File: src/rtl/packet_classify_stats_assert.svh
// Assertion macros shared by the packet classifier RTL.
`ifndef PACKET_CLASSIFY_STATS_ASSERT_SVH
`define PACKET_CLASSIFY_STATS_ASSERT_SVH

// Check that cons holds in the same cycle as ante.
`define PCS_ASSERT_SAME(lbl, ante, cons) \
   lbl: assert property (@(posedge clock) disable iff (reset) (ante) |-> (cons)) \
      else $error("pcs: same-cycle check failed");

// Check that cons holds in the cycle after ante.
`define PCS_ASSERT_NEXT(lbl, ante, cons) \
   lbl: assert property (@(posedge clock) disable iff (reset) (ante) |=> (cons)) \
      else $error("pcs: next-cycle check failed");

`endif

File: src/rtl/pcs_pkg.sv
// Shared constants, types and helper functions of the packet classifier.
package pcs_pkg;

   localparam int ADDRESS_SLOTS = 64;
   localparam int SLOT_W        = (ADDRESS_SLOTS > 1) ? $clog2(ADDRESS_SLOTS) : 1;
   localparam int CNT_W         = 32;
   localparam int OUT_W         = 32;
   localparam int PORT_W        = 16;
   localparam int HIST_W        = 16;
   localparam int NUM_CAT       = 12;
   localparam int CAT_W         = 4;
   localparam int REQ_DATA_W    = 32;
   localparam int REQ_USER_W    = 2;
   localparam int RSP_DATA_W    = 96;
   localparam int RSP_USER_W    = 1;
   localparam int CSR_IDX_W     = 1;
   localparam int CSR_DATA_W    = 16;

   // Item kinds
   localparam logic [1:0] KIND_BYTE = 2'd0;
   localparam logic [1:0] KIND_CAT  = 2'd1;
   localparam logic [1:0] KIND_PORT = 2'd2;
   localparam logic [1:0] KIND_SLOT = 2'd3;

   // Register indexes
   localparam logic [CSR_IDX_W-1:0] REG_WEB_A = 1'b0;
   localparam logic [CSR_IDX_W-1:0] REG_WEB_B = 1'b1;
   localparam logic [PORT_W-1:0]    WEB_A_RST = 16'd80;
   localparam logic [PORT_W-1:0]    WEB_B_RST = 16'd443;

   // Category numbers
   localparam logic [CAT_W-1:0] CAT_FRAMES = 4'd0;
   localparam logic [CAT_W-1:0] CAT_BYTES  = 4'd1;
   localparam logic [CAT_W-1:0] CAT_ARP    = 4'd2;
   localparam logic [CAT_W-1:0] CAT_LLDP   = 4'd3;
   localparam logic [CAT_W-1:0] CAT_IPV4   = 4'd4;
   localparam logic [CAT_W-1:0] CAT_ICMP   = 4'd5;
   localparam logic [CAT_W-1:0] CAT_IGMP   = 4'd6;
   localparam logic [CAT_W-1:0] CAT_TCP    = 4'd7;
   localparam logic [CAT_W-1:0] CAT_UDP    = 4'd8;
   localparam logic [CAT_W-1:0] CAT_SCTP   = 4'd9;
   localparam logic [CAT_W-1:0] CAT_WEB    = 4'd10;
   localparam logic [CAT_W-1:0] CAT_DROPS  = 4'd11;

   localparam logic [15:0] ETH_IPV4 = 16'h0800;
   localparam logic [15:0] ETH_ARP  = 16'h0806;
   localparam logic [15:0] ETH_LLDP = 16'h88CC;
   localparam logic [7:0]  PROTO_ICMP = 8'd1;
   localparam logic [7:0]  PROTO_IGMP = 8'd2;
   localparam logic [7:0]  PROTO_TCP  = 8'd6;
   localparam logic [7:0]  PROTO_UDP  = 8'd17;
   localparam logic [7:0]  PROTO_SCTP = 8'd132;

   // Byte offsets in the frame
   localparam logic [7:0] POS_ETH_HI = 8'd12;
   localparam logic [7:0] POS_ETH_LO = 8'd13;
   localparam logic [7:0] POS_VIHL   = 8'd14;
   localparam logic [7:0] POS_PROTO  = 8'd23;
   localparam logic [7:0] POS_SRC_LO = 8'd26;
   localparam logic [7:0] POS_SRC_HI = 8'd29;
   localparam logic [7:0] POS_DST_LO = 8'd30;
   localparam logic [7:0] POS_DST_HI = 8'd33;
   localparam logic [3:0] IHL_MIN    = 4'd5;

   typedef struct packed {
      logic [15:0]     ethertype;
      logic [3:0]      ihl;
      logic [7:0]      proto;
      logic [31:0]     src_ip;
      logic [31:0]     dst_ip;
      logic [PORT_W-1:0] sport;
      logic [PORT_W-1:0] dport;
      logic            have_eth;
      logic            have_ihl;
      logic            have_proto;
      logic            have_src;
      logic            have_dst;
      logic            have_ports;
      logic [31:0]     frame_len;
   } hdr_type;

   typedef struct packed {
      logic              start;
      logic              is_src;
      logic [31:0]       key;
      logic [SLOT_W-1:0] rd_slot;
      logic              wr_en;
      logic              wr_new;
      logic [CNT_W-1:0]  wr_count;
   } tbl_cmd_type;

   typedef struct packed {
      logic              busy;
      logic              done;
      logic              hit;
      logic              has_free;
      logic [CNT_W-1:0]  count;
      logic              rd_valid;
      logic [31:0]       rd_addr;
      logic [CNT_W-1:0]  rd_src;
      logic [CNT_W-1:0]  rd_dst;
   } tbl_stat_type;

   typedef enum logic [4:0] {
      ST_CLEAR, ST_IDLE, ST_RD_WAIT,
      ST_FIN_FRAMES, ST_FIN_BYTES, ST_FIN_ETH, ST_FIN_PROTO, ST_FIN_WEB,
      ST_SRC_GO, ST_SRC_WAIT, ST_SRC_UPD,
      ST_DST_GO, ST_DST_WAIT, ST_DST_UPD,
      ST_HIST_RD, ST_HIST_SRC, ST_HIST_DST, ST_FIN_END
   } st_type;

   typedef enum logic {T_IDLE, T_SCAN} tbl_st_type;

   // Saturating add of two counter values
   function automatic logic [CNT_W-1:0] sat_add(input logic [CNT_W-1:0] a,
                                                input logic [CNT_W-1:0] b);
      logic [CNT_W:0] s;
      s = {1'b0, a} + {1'b0, b};
      return s[CNT_W] ? {CNT_W{1'b1}} : s[CNT_W-1:0];
   endfunction

   // Clip a 32-bit value into counter width
   function automatic logic [CNT_W-1:0] fit_cnt(input logic [31:0] v);
      logic [CNT_W+31:0] w;
      w = {{CNT_W{1'b0}}, v};
      return (|w[CNT_W+31:CNT_W]) ? {CNT_W{1'b1}} : w[CNT_W-1:0];
   endfunction

   // Low 32 bits of a counter, zero filled
   function automatic logic [OUT_W-1:0] to_out(input logic [CNT_W-1:0] c);
      logic [CNT_W+OUT_W-1:0] w;
      w = {{OUT_W{1'b0}}, c};
      return w[OUT_W-1:0];
   endfunction

endpackage

File: src/rtl/pcs_parse.sv
// Header field capture from the frame byte stream.
module pcs_parse (
   input  logic            clock,
   input  logic            reset,
   input  logic            byte_en,
   input  logic [7:0]      data_byte,
   input  logic            clear,
   output pcs_pkg::hdr_type hdr
);
   import pcs_pkg::*;

   hdr_type    hdr_ff, hdr_in;
   logic [7:0] pos_ff, pos_in;
   logic [7:0] port_pos;

   // Port offset is 14 + 4*IHL
   assign port_pos = POS_VIHL + {2'b00, hdr_ff.ihl, 2'b00};

   // Update fields for the byte at the current position
   always_comb begin
      hdr_in = hdr_ff;
      pos_in = pos_ff;
      if (clear) begin
         hdr_in = '0;
         pos_in = '0;
      end else if (byte_en) begin
         if (pos_ff == POS_ETH_HI) hdr_in.ethertype[15:8] = data_byte;
         if (pos_ff == POS_ETH_LO) begin
            hdr_in.ethertype[7:0] = data_byte;
            hdr_in.have_eth       = 1'b1;
         end
         if (pos_ff == POS_VIHL) begin
            hdr_in.ihl      = data_byte[3:0];
            hdr_in.have_ihl = 1'b1;
         end
         if (pos_ff == POS_PROTO) begin
            hdr_in.proto      = data_byte;
            hdr_in.have_proto = 1'b1;
         end
         if (pos_ff >= POS_SRC_LO && pos_ff <= POS_SRC_HI)
            hdr_in.src_ip = {hdr_ff.src_ip[23:0], data_byte};
         if (pos_ff == POS_SRC_HI) hdr_in.have_src = 1'b1;
         if (pos_ff >= POS_DST_LO && pos_ff <= POS_DST_HI)
            hdr_in.dst_ip = {hdr_ff.dst_ip[23:0], data_byte};
         if (pos_ff == POS_DST_HI) hdr_in.have_dst = 1'b1;
         if (hdr_ff.have_ihl && hdr_ff.ihl >= IHL_MIN) begin
            if (pos_ff == port_pos)         hdr_in.sport[15:8] = data_byte;
            if (pos_ff == port_pos + 8'd1)  hdr_in.sport[7:0]  = data_byte;
            if (pos_ff == port_pos + 8'd2)  hdr_in.dport[15:8] = data_byte;
            if (pos_ff == port_pos + 8'd3) begin
               hdr_in.dport[7:0] = data_byte;
               hdr_in.have_ports = 1'b1;
            end
         end
         if (pos_ff != 8'hFF) pos_in = pos_ff + 8'd1;
         if (hdr_ff.frame_len != 32'hFFFF_FFFF) hdr_in.frame_len = hdr_ff.frame_len + 32'd1;
      end
   end

   always_ff @(posedge clock) begin
      if (reset) begin
         hdr_ff <= '0;
         pos_ff <= '0;
      end else begin
         hdr_ff <= hdr_in;
         pos_ff <= pos_in;
      end
   end

   assign hdr = hdr_ff;
endmodule

File: config.mk
export PLATFORM = sky130hd
export DESIGN_NAME = pcs_parse
export DESIGN_NICKNAME = d
export VERILOG_FILES = /design/src/rtl/packet_classify_stats_assert.svh /design/src/rtl/pcs_pkg.sv /design/src/rtl/pcs_parse.sv
export SDC_FILE = /design/constraint.sdc
export NUM_CORES = 1
export LEC_CHECK = 0
export BUFFER_PORTS_ARGS = -buffer_cell sky130_fd_sc_hd__buf_2
export CAP_MARGIN = 20
export CORE_ASPECT_RATIO = 1.75
export CORE_UTILIZATION = 48
export DETAILED_ROUTE_END_ITERATION = 8
export PLACE_DENSITY_LB_ADDON = 0.1
export RECOVER_POWER = 50
export SYNTH_ARGS = -nofsm -noshare
export SYNTH_HDL_FRONTEND = slang
export SYNTH_SLANG_ARGS = --single-unit
File: constraint.sdc
create_clock -name clock -period 2.1 [get_ports clock]
set_input_delay 0.42 -clock clock [delete_from_list [all_inputs] [get_ports clock]]
set_output_delay 0.42 -clock clock [all_outputs]
set_load 0.01 [all_outputs]
# Yosys cells after proc, flatten, opt, wreduce, memory -nomap -nowiden
# Cells that the tools add are included.
[classes] n_eq_ne=12 n_addsub=6 reduce_logical=18 n_lt_le_gt_ge=5
[op_table] op="adder 32 x 1 -> 32 bit (second input constant)" n=1
[op_table] op="!= test 32 bit (second input constant)" n=1
[op_table] op="equality test 8 x 4 -> 1 bit (second input constant)" n=3
[op_table] op="equality test 8 bit" n=3
[op_table] op="AND reduction 2 bit" n=10
[op_table] op="adder 7 x 2 -> 8 bit (second input constant)" n=2
[op_table] op="equality test 8 x 5 -> 1 bit (second input constant)" n=2
[op_table] op="greater-or-equal comparator 8 x 5 -> 1 bit (second input constant)" n=2
[op_table] op="AND reduction 3 bit" n=4
[op_table] op="adder 7 x 1 -> 8 bit (second input constant)" n=1
[op_table] op="adder 8 x 1 -> 8 bit (second input constant)" n=1
[op_table] op="equality test 8 x 6 -> 1 bit (second input constant)" n=1
[op_table] op="equality test 8 x 7 -> 1 bit" n=1
[op_table] op="<= comparator 8 x 5 -> 1 bit (second input constant)" n=1
[op_table] op="<= comparator 8 x 6 -> 1 bit (second input constant)" n=1
[op_table] op="!= test 8 bit (second input constant)" n=1
[op_table] op="adder 4 x 6 -> 7 bit (first input constant)" n=1
[op_table] op="greater-or-equal comparator 4 x 3 -> 1 bit (second input constant)" n=1
[op_table] op="logical AND 1 bit" n=3
[op_table] op="OR reduction 2 bit" n=1
[totals] reg_bits=170 output_inout_bits=162 word_cells=59 in_bits=12

# Logic depth before layout (Yosys ltp)
# Gate-level depths: netlist (run 1).
[depth] word_depth=4 mapped_depth=8 mapped_depth_nobuf=7

# Worst setup path before layout (run 1)
# No wires, ideal clock.
[synth_timing] path_type="flip-flop to flip-flop" from="register hdr_ff, in the netlist hdr[142]" to="register hdr_ff, in the netlist hdr[54]" path_slack_ns=-0.120 n_path_buf=1 required_time_ns=1.963 period_less_slack_ns=2.220 arrival_ns=2.083 setup_ns=0.137 stages_incl_launch_ff=9 cell_sequence="dfxtp_1 -> inv_1 -> ha_1 -> xnor2_1 -> nor4_1 -> nand4_1 -> or2_2 -> clkbuf_1 -> mux2i_1"
[synth_via] elab_chain_len=4 elab_cells_between_ends=6 classes_between="2 x add/sub; 1 x order compare; 1 x eq/ne; 2 x reduce/logical"
[synth_lines] item="start: declaration" line="pcs_parse.sv:12" source="hdr_type hdr_ff, hdr_in;"
[synth_lines] item="start signal: assignment" line="pcs_parse.sv:65" source="hdr_ff <= hdr_in;"
[synth_lines] item="adder 4 x 6 -> 7 bit" line="pcs_parse.sv:17" source="assign port_pos = POS_VIHL + {2'b00, hdr_ff.ihl, 2'b00};"
[synth_lines] item="adder 7 x 1 -> 8 bit" line="pcs_parse.sv:48" source="if (pos_ff == port_pos + 8'd1) hdr_in.sport[7:0] = data_byte;"
[synth_lines] item="equality test 8 bit" line="pcs_parse.sv:48"
[synth_lines] item="AND reduction 3 bit (no line) (*)"
# Mark *: on every way between the ends. The rest lies on a longest branch, timed or not.
# A chain may end at the register's enable or synchronous reset.

# Worst setup path after layout (run 1)
[layout_timing] from="register pos_ff[6]" to="register hdr_ff, in the netlist hdr[153]"
[layout_via] elab_chain_len=2
[layout_lines] item="start: declaration" line="pcs_parse.sv:13" source="logic [7:0] pos_ff, pos_in;"
[layout_lines] item="start signal: assignment" line="pcs_parse.sv:66" source="pos_ff <= pos_in;"
[layout_lines] item="equality test 8 x 4 -> 1 bit" line="pcs_parse.sv:28" source="if (pos_ff == POS_ETH_LO) begin"
[layout_lines] item="AND reduction 2 bit (no line)"
# Every way passes these cells.

==> summary.md, run 1 <==
| Metric | Value |
|---|---|
| Total Nets Final | 970 |
| Final setup viols | 0 |
| Seq/Total Area, Yosys | 49.12% |
| Hold-fix buffers, CTS | 0 |
| Slowest CP cell | or3_1 |
| Post-synthesis cell type count | 49 |
| Yosys reg bits | 170 |
| Post-Place Worst Slack | 0.05741 ns |
| Gpl congestion | 0.8683 |
| CTS root buffer | clkbuf_16 |
| Cell mode on critical path | or3_1 |
| Sum of negative setup slack | 0 ns |
| Clk pin slew, worst setup/hold paths | 0.07 ns |
| Layout cells sized above 1 | 12.47% |
| Status | finished clean |
| Num rows | 57 |
| Vias/cell | 5.317 |
| Ranking of synthesized cells by area | dfxtp_1 (49%), mux2i_1 (14%), nand2_1 (6.9%) |
| Required time of the worst setup path | 2.40 ns |
| Kind of critical path | register to register |
| Antenna Cells | 0 |
| CTS tree | built |
| Crit end category | register |
| H-tree levels | 4 |
| Unrepaired setup endpoints after global routing | no |
| Hold Fails Final Rpt | 0 |
| Hold/Removal Path Class | input port to register |
| Ys flop type | dfxtp_1 |
| Largest net degree at the start of global routing | 77 |
| Pre-antenna DRT Iters | 4 |
| Die Width | 92.82 um |
| Critical path cell sequence | or3_1 -> or3_1 -> nor2_4 -> mux2i_1 -> nor2_1 |
| Synthesized area per cell | 9.104 um2 |
| Hpwl dp | 12.91 mm |
| Worst hold slack | 0.3207 ns |
| Leak | 3.226 nW |
| Period Utilization, post-route | 95.54% |
| Crit path DAT | 2.31 ns |
| CTS Buf Count | 17 |
| Power per Cell Area | 738.1 mW/mm2 |
| Via Count | 6,056 |
| Fill cells | 1,332 |
| Final Util | 62.09% |
| Die height | 160.9 um |
| Grt ovf | 0 |
| Worst Tran Pin Value | 0.5437 ns |
| Num ports | 174 |
| Peak VDD IR | 0.4960 mV |
| Critical path's top delay family | simple AND/OR/NAND/NOR gates |
| Most numerous cell in the Yosys netlist | dfxtp_1 |
| GRT Total Usage | 24.26% |
| DRT iter0 DRCs | 300 |
| Mapped Area | 0.006928 mm2 |
| Post-CTS sizing | 0 |
| Routed WL | 17.95 mm |
| Total core area | 0.01398 mm2 |
| Later-pin clock latency in the skew report | 0.42 ns |
| Number of synthesized flops with an enable pin | 0 |
| Slowest Stage Delay on Critical Path | 0.44 ns |
| DIE AREA | 0.01494 mm2 |
| Drt drc | 0 |
| Synth Warn # | 0 |
| PortBufs | 173 |
| Final min period | 2.006 ns |
| Synth async-reset ratio | 0% |
| Worst Skew | 0.01078 ns |
| Routed length per instance | 15.76 um |
| MaxCap Viol Count | 0 |
| Post-CTS Setup Repair Bufs | 0 |
| Worst Setup Slack, final | 0.09363 ns |
| Final Slew Violations | 0 |
| Crit path launch type | register |
| Area Overhead vs Synth | 25.28% |
| Area fraction of the dominant cell type after synthesis | 49.12% |
| Commonest cells in the netlist | dfxtp_1 (170), nand2_1 (127), mux2i_1 (94) |
| Syn nets | 782 |
| Max FO, Critical Path | 9 |
| CP bufs+invs | 0 |
| Initial antenna violation count | 0 |
| Slew headroom | 63.72% |
| Cells after Synth | 761 |
| Maximum buffer depth of the clock tree | 2 |
| Vias in the first global route | 5,862 |
| Global-route wire length before repair | 28.82 mm |
| Area leader, netlist | dfxtp_1 |
| Sink Count | 170 |
| Initial Util | 49.56% |
| Final antenna-violating net count | 0 |
| FMAX | 0.4984 GHz |
layer usage:
layer  part of all wire, %  up-vias  global-route usage, %
li1                      -     2984                      -
met1                    40     2862                  27.02
met2                    53      170                  43.18
met3                   4.5       40                  5.540
met4                   3.0        0                  10.77
met5                     0        -                      0
sequential cells by signal (all words and copies together) (netlist names):
register  cells
hdr         162
pos_ff        8
final timing paths:
check	end	cells past startpoint	startpoint	slack [ns]
min reg2reg	hdr[32]	2	hdr[32]	0.44
max	hdr[153]	5	pos_ff[6]	0.09
max reg2reg	hdr[153]	5	pos_ff[6]	0.09
min	hdr[109]	3	data_byte[7]	0.32
through the flow:
stage          cell area (um2)  total power (W)  instances
2_1_floorplan             6932         0.003381        761
6_report                  8680         0.006406       1139
3_5_place_dp              8273         0.003453       1107
3_3_place_gp              8273         0.003448       1107
4_1_cts                   8860         0.006488       1139
5_1_grt                   8680         0.006622       1139
layout make-up:
type,count,area (um2),area share [%]
clock buffers,17,425.4,4.901
well taps,177,221.5,2.552
multi-input cells,534,3342,38.50
flip-flops and latches,170,3410,39.28
clock inverters,15,161.4,1.860
repair buffers,216,1082,12.47
inverters,10,37.54,0.4325
tightest hold or removal path, stage by stage:
cell     delay [ns]
buf_2          0.15
nand2_1        0.07
a21oi_1        0.05
kinds of logic after synthesis:
group / share of synthesized area (%)
adders and majority gates: 1.625
DFF: 49.12
buffers and inverters: 3.739
muxes: 13.58
and+or+nand+nor: 20.70
AOI/OAI and AO/OA: 8.254
xor gates and xnor gates: 2.980
cells in the final DEF, fill, tap and decap left out, types with 2 or more instances in the layout:
master      synthesis  layout
or3_1              19      19
a21oi_1            60      60
o31ai_1            10      10
clkbuf_1           30     159
nor3_1              6       4
nand2_1           127     127
nor2_2              2       3
ha_1                9       9
clkinv_8            0       4
buf_12              0       9
o21ai_0            18      18
buf_4               0      26
buf_2              14      22
nor4_1              5       4
nand4_1            14      14
and4_2              3       3
xor2_1              9       9
mux2i_1            94      94
clkinvlp_4          0       3
and4_1              2       2
dfxtp_2             0       5
clkinv_4            0       2
or2_2               4       2
nand3_1            13      13
nor2_1             90      89
inv_1              10      10
inv_8               0       3
or4_1               8       7
or2_4               0       2
dfxtp_1           170     165
nor2_4              2       2
o21a_1              3       3
nor3_2              1       3
o31a_1              3       3
xnor2_1            12      11
inv_6               0       2
clkbuf_16           0      17
where the power goes:
group / internal [W] / total, W / switching, W
Sequential: 0.00322 / 0.00323 / 0.00000260
Clock: 0.00158 / 0.00303 / 0.00144
Combinational: 0.0000390 / 0.000152 / 0.000113
(Power assumes the default switching activity.)
==> run 2: changes to the inputs <==
==> constraint.sdc (replaced) <==
create_clock -name clock -period 2.1 [get_ports clock]
set_input_delay 0.42 -clock clock [delete_from_list [all_inputs] [get_ports clock]]
set_output_delay 0.42 -clock clock [all_outputs]
set_load 0.05 [all_outputs]
==> run 2 against run 1 <==
Effect of this change: power up 1.1%; critical path depth grew 3; final cell count down 1.1%; clock skew is 0.0016 ns higher; register-to-register slack improved by 0.03 ns; final area down 0.29%; critical path type unchanged; global-route usage fell by 0.15 points.
==> summary.md, run 2 (synthesized netlist as in run 1, its figures left out) <==
| Metric | Value |
|---|---|
| Worst hold slack | 0.3133 ns |
| Largest net degree at the start of global routing | 49 |
| CTS Buf Count | 17 |
| Dpl cell area | 0.008237 mm2 |
| Vias in the first global route | 5,708 |
| Num ports | 174 |
| Kind of critical path | register to register |
| Slowest Stage Delay on Critical Path | 0.38 ns |
| Later-pin clock latency in the skew report | 0.43 ns |
| Worst Tran Pin Value | 0.6622 ns |
| Worst Skew | 0.01233 ns |
| Status | finished clean |
| Power per Cell Area | 748.7 mW/mm2 |
| Layout cells sized above 1 | 13.58% |
| Critical path cell sequence | inv_2 -> ha_4 -> xnor2_2 -> mux2i_1 -> and4b_1 -> nand4_1 -> buf_12 -> mux2i_1 |
| Final setup viols | 0 |
| Clock share of power | 48.2% |
| FMAX | 0.5048 GHz |
| Hold-fix buffers, CTS | 0 |
| Drt drc | 0 |
| Critical path's top delay family | multiplexers |
| Gpl congestion | 0.8666 |
| MaxCap Viol Count | 0 |
| Global-route wire length before repair | 28.51 mm |
| Final antenna-violating net count | 0 |
| Area Overhead vs Synth | 24.92% |
| Internal power | 0.004854 W |
| Crit path launch type | register |
| Total core area | 0.01398 mm2 |
| Cell mode on critical path | mux2i_1 |
| WP depth | 8 |
| Most frequent cells in the layout | clkbuf_1 (164), dfxtp_1 (141), nand2_1 (127), mux2i_1 (94), nor2_1 (89) |
| Max FO, Critical Path | 9 |
| Unrepaired setup endpoints after global routing | no |
| Sink Count | 170 |
| Sw Ratio | 25.09% |
| Multi-input logic area | 0.003346 mm2 |
| Via Count | 5,948 |
| Pre-antenna DRT Iters | 5 |
| Combinational share of power | 2.3% |
| FF-to-FF Start | hdr[142] |
| Antenna Cells | 0 |
| Final Instance Area | 0.008655 mm2 |
| H-tree levels | 4 |
| Final Slew Violations | 0 |
| Slowest CP cell | dfxtp_4 |
| Hpwl dp | 12.80 mm |
| Num rows | 57 |
| Total Nets Final | 958 |
| Vias/cell | 5.278 |
| Worst Setup Slack, final | 0.1192 ns |
| HP Start | data_byte[7] |
| PortBufs | 173 |
| Final min period | 1.981 ns |
| Maximum buffer depth of the clock tree | 2 |
| Crit path DAT | 2.33 ns |
| Initial antenna violation count | 0 |
| Slew headroom | 56.05% |
| DIE AREA | 0.01494 mm2 |
| Period Utilization, post-route | 94.33% |
| Routed WL | 17.60 mm |
| Required time of the worst setup path | 2.45 ns |
| Hold Fails Final Rpt | 0 |
| Most common cell after layout, fill and taps aside | clkbuf_1 |
| CP bufs+invs | 2 |
| Post-Place Worst Slack | -0.04397 ns |
| DRT iter0 DRCs | 310 |
| Crit end category | register |
| Fill cells | 1,333 |
| Cell depth of the worst flop-to-flop path | 8 |
| Reg2reg setup slack | 0.12 ns |
| Register share of total power | 49.5% |
| Register area | 0.003480 mm2 |
| Peak VDD IR | 0.5230 mV |
| CP Launch Point | hdr[142] |
| Max reg flops | 162 |
| Die height | 160.9 um |
| CTS root buffer | clkbuf_16 |
| Grt ovf | 0 |
| GRT Total Usage | 24.11% |
| Die Width | 92.82 um |
| Routed length per instance | 15.62 um |
| Clk pin slew, worst setup/hold paths | 0.07 ns |
| Reg2reg end | hdr[40] |
| Post-CTS Setup Repair Bufs | 0 |
| Initial Util | 49.56% |
| Hold/Removal Path Class | input port to register |
| Setup crit end | hdr[40] |
| CTS tree | built |
| Leak | 3.167 nW |
| Final cell count without fillers | 1,127 |
| Placed Instances | 1,095 |
| Net Switching | 0.001626 W |
[run 2: changes by cell type in the layout (fill, tap and decap cells not counted), moves of 4 or more]
cell      previous run  this run
buf_4               26        20
dfxtp_4              0        16
dfxtp_2              5        13
dfxtp_1            165       141
inv_6                2         6
buf_2               22        12
clkbuf_1           159       164
[run 2: final cells by class]
cell class | count | share of cell area [%]
Inverter | 10 | 0.4337
Multi-Input combinational cell | 534 | 38.66
Tap cell | 177 | 2.559
Clock inverter | 15 | 1.937
Clock buffer | 17 | 4.915
Timing Repair Buffer | 204 | 11.29
Sequential cell | 170 | 40.21
[run 2: power groups by stage]
| stage | sequential [W] | combinational [W] | clock (W) |
|---|---|---|---|
| global placement | 0.00328 | 0.000149 | 0 |
| finish | 0.00321 | 0.000150 | 0.00312 |
| floorplan | 0.00329 | 0.0000793 | 0 |
| CTS | 0.00321 | 0.000152 | 0.00319 |
| detailed placement | 0.00328 | 0.000152 | 0 |
| global route | 0.00321 | 0.000163 | 0.00333 |
[run 2: timing repair]
| action | CTS | global route |
|---|---|---|
| gates resized for setup | 1 | 6 |
| pin swaps | 0 | 3 |
| endpoints found under the setup margin | 4 | 57 |
[run 2: routing by layer]
| metal | wire length, um | vias to the layer above | part of all wire [%] | GRT usage, % |
|---|---|---|---|---|
| met5 | 0 | - | 0 | 0 |
| met4 | 253 | 0 | 1.4 | 8.462 |
| met3 | 865 | 23 | 4.9 | 5.682 |
| met2 | 9594 | 161 | 55 | 43.72 |
| met1 | 6886 | 2792 | 39 | 26.98 |
| li1 | - | 2972 | - | - |
[run 2: worst register-to-register path, delay by kind of cell (launching register included)]
family / cells / cell delay, ns
mux: 2 / 0.46
xor+xnor: 1 / 0.20
fa+ha+maj: 1 / 0.25
flops: 1 / 0.38
simple gates: 2 / 0.39
buf+inv: 2 / 0.24
[run 2: worst min path at each step]
stage | slack, ns | depth (start not counted) | to
after floorplan | 0.56 | 2 | hdr[102]
after global placement | 0.43 | 2 | hdr[32]
after detailed placement | 0.44 | 2 | hdr[32]
after CTS | 0.31 | 3 | hdr[109]
after global routing | 0.31 | 3 | hdr[109]
final | 0.31 | 3 | hdr[109]
[run 2: per-stage QoR]
stage,total power (W),TNS (ns),utilization [%]
global route,0.006700,0,61.91
detailed placement,0.003434,-0.07978,58.92
global placement,0.003431,0,58.92
floorplan,0.003366,0,-
finish,0.006480,0,61.91
CTS,0.006547,0,63.19
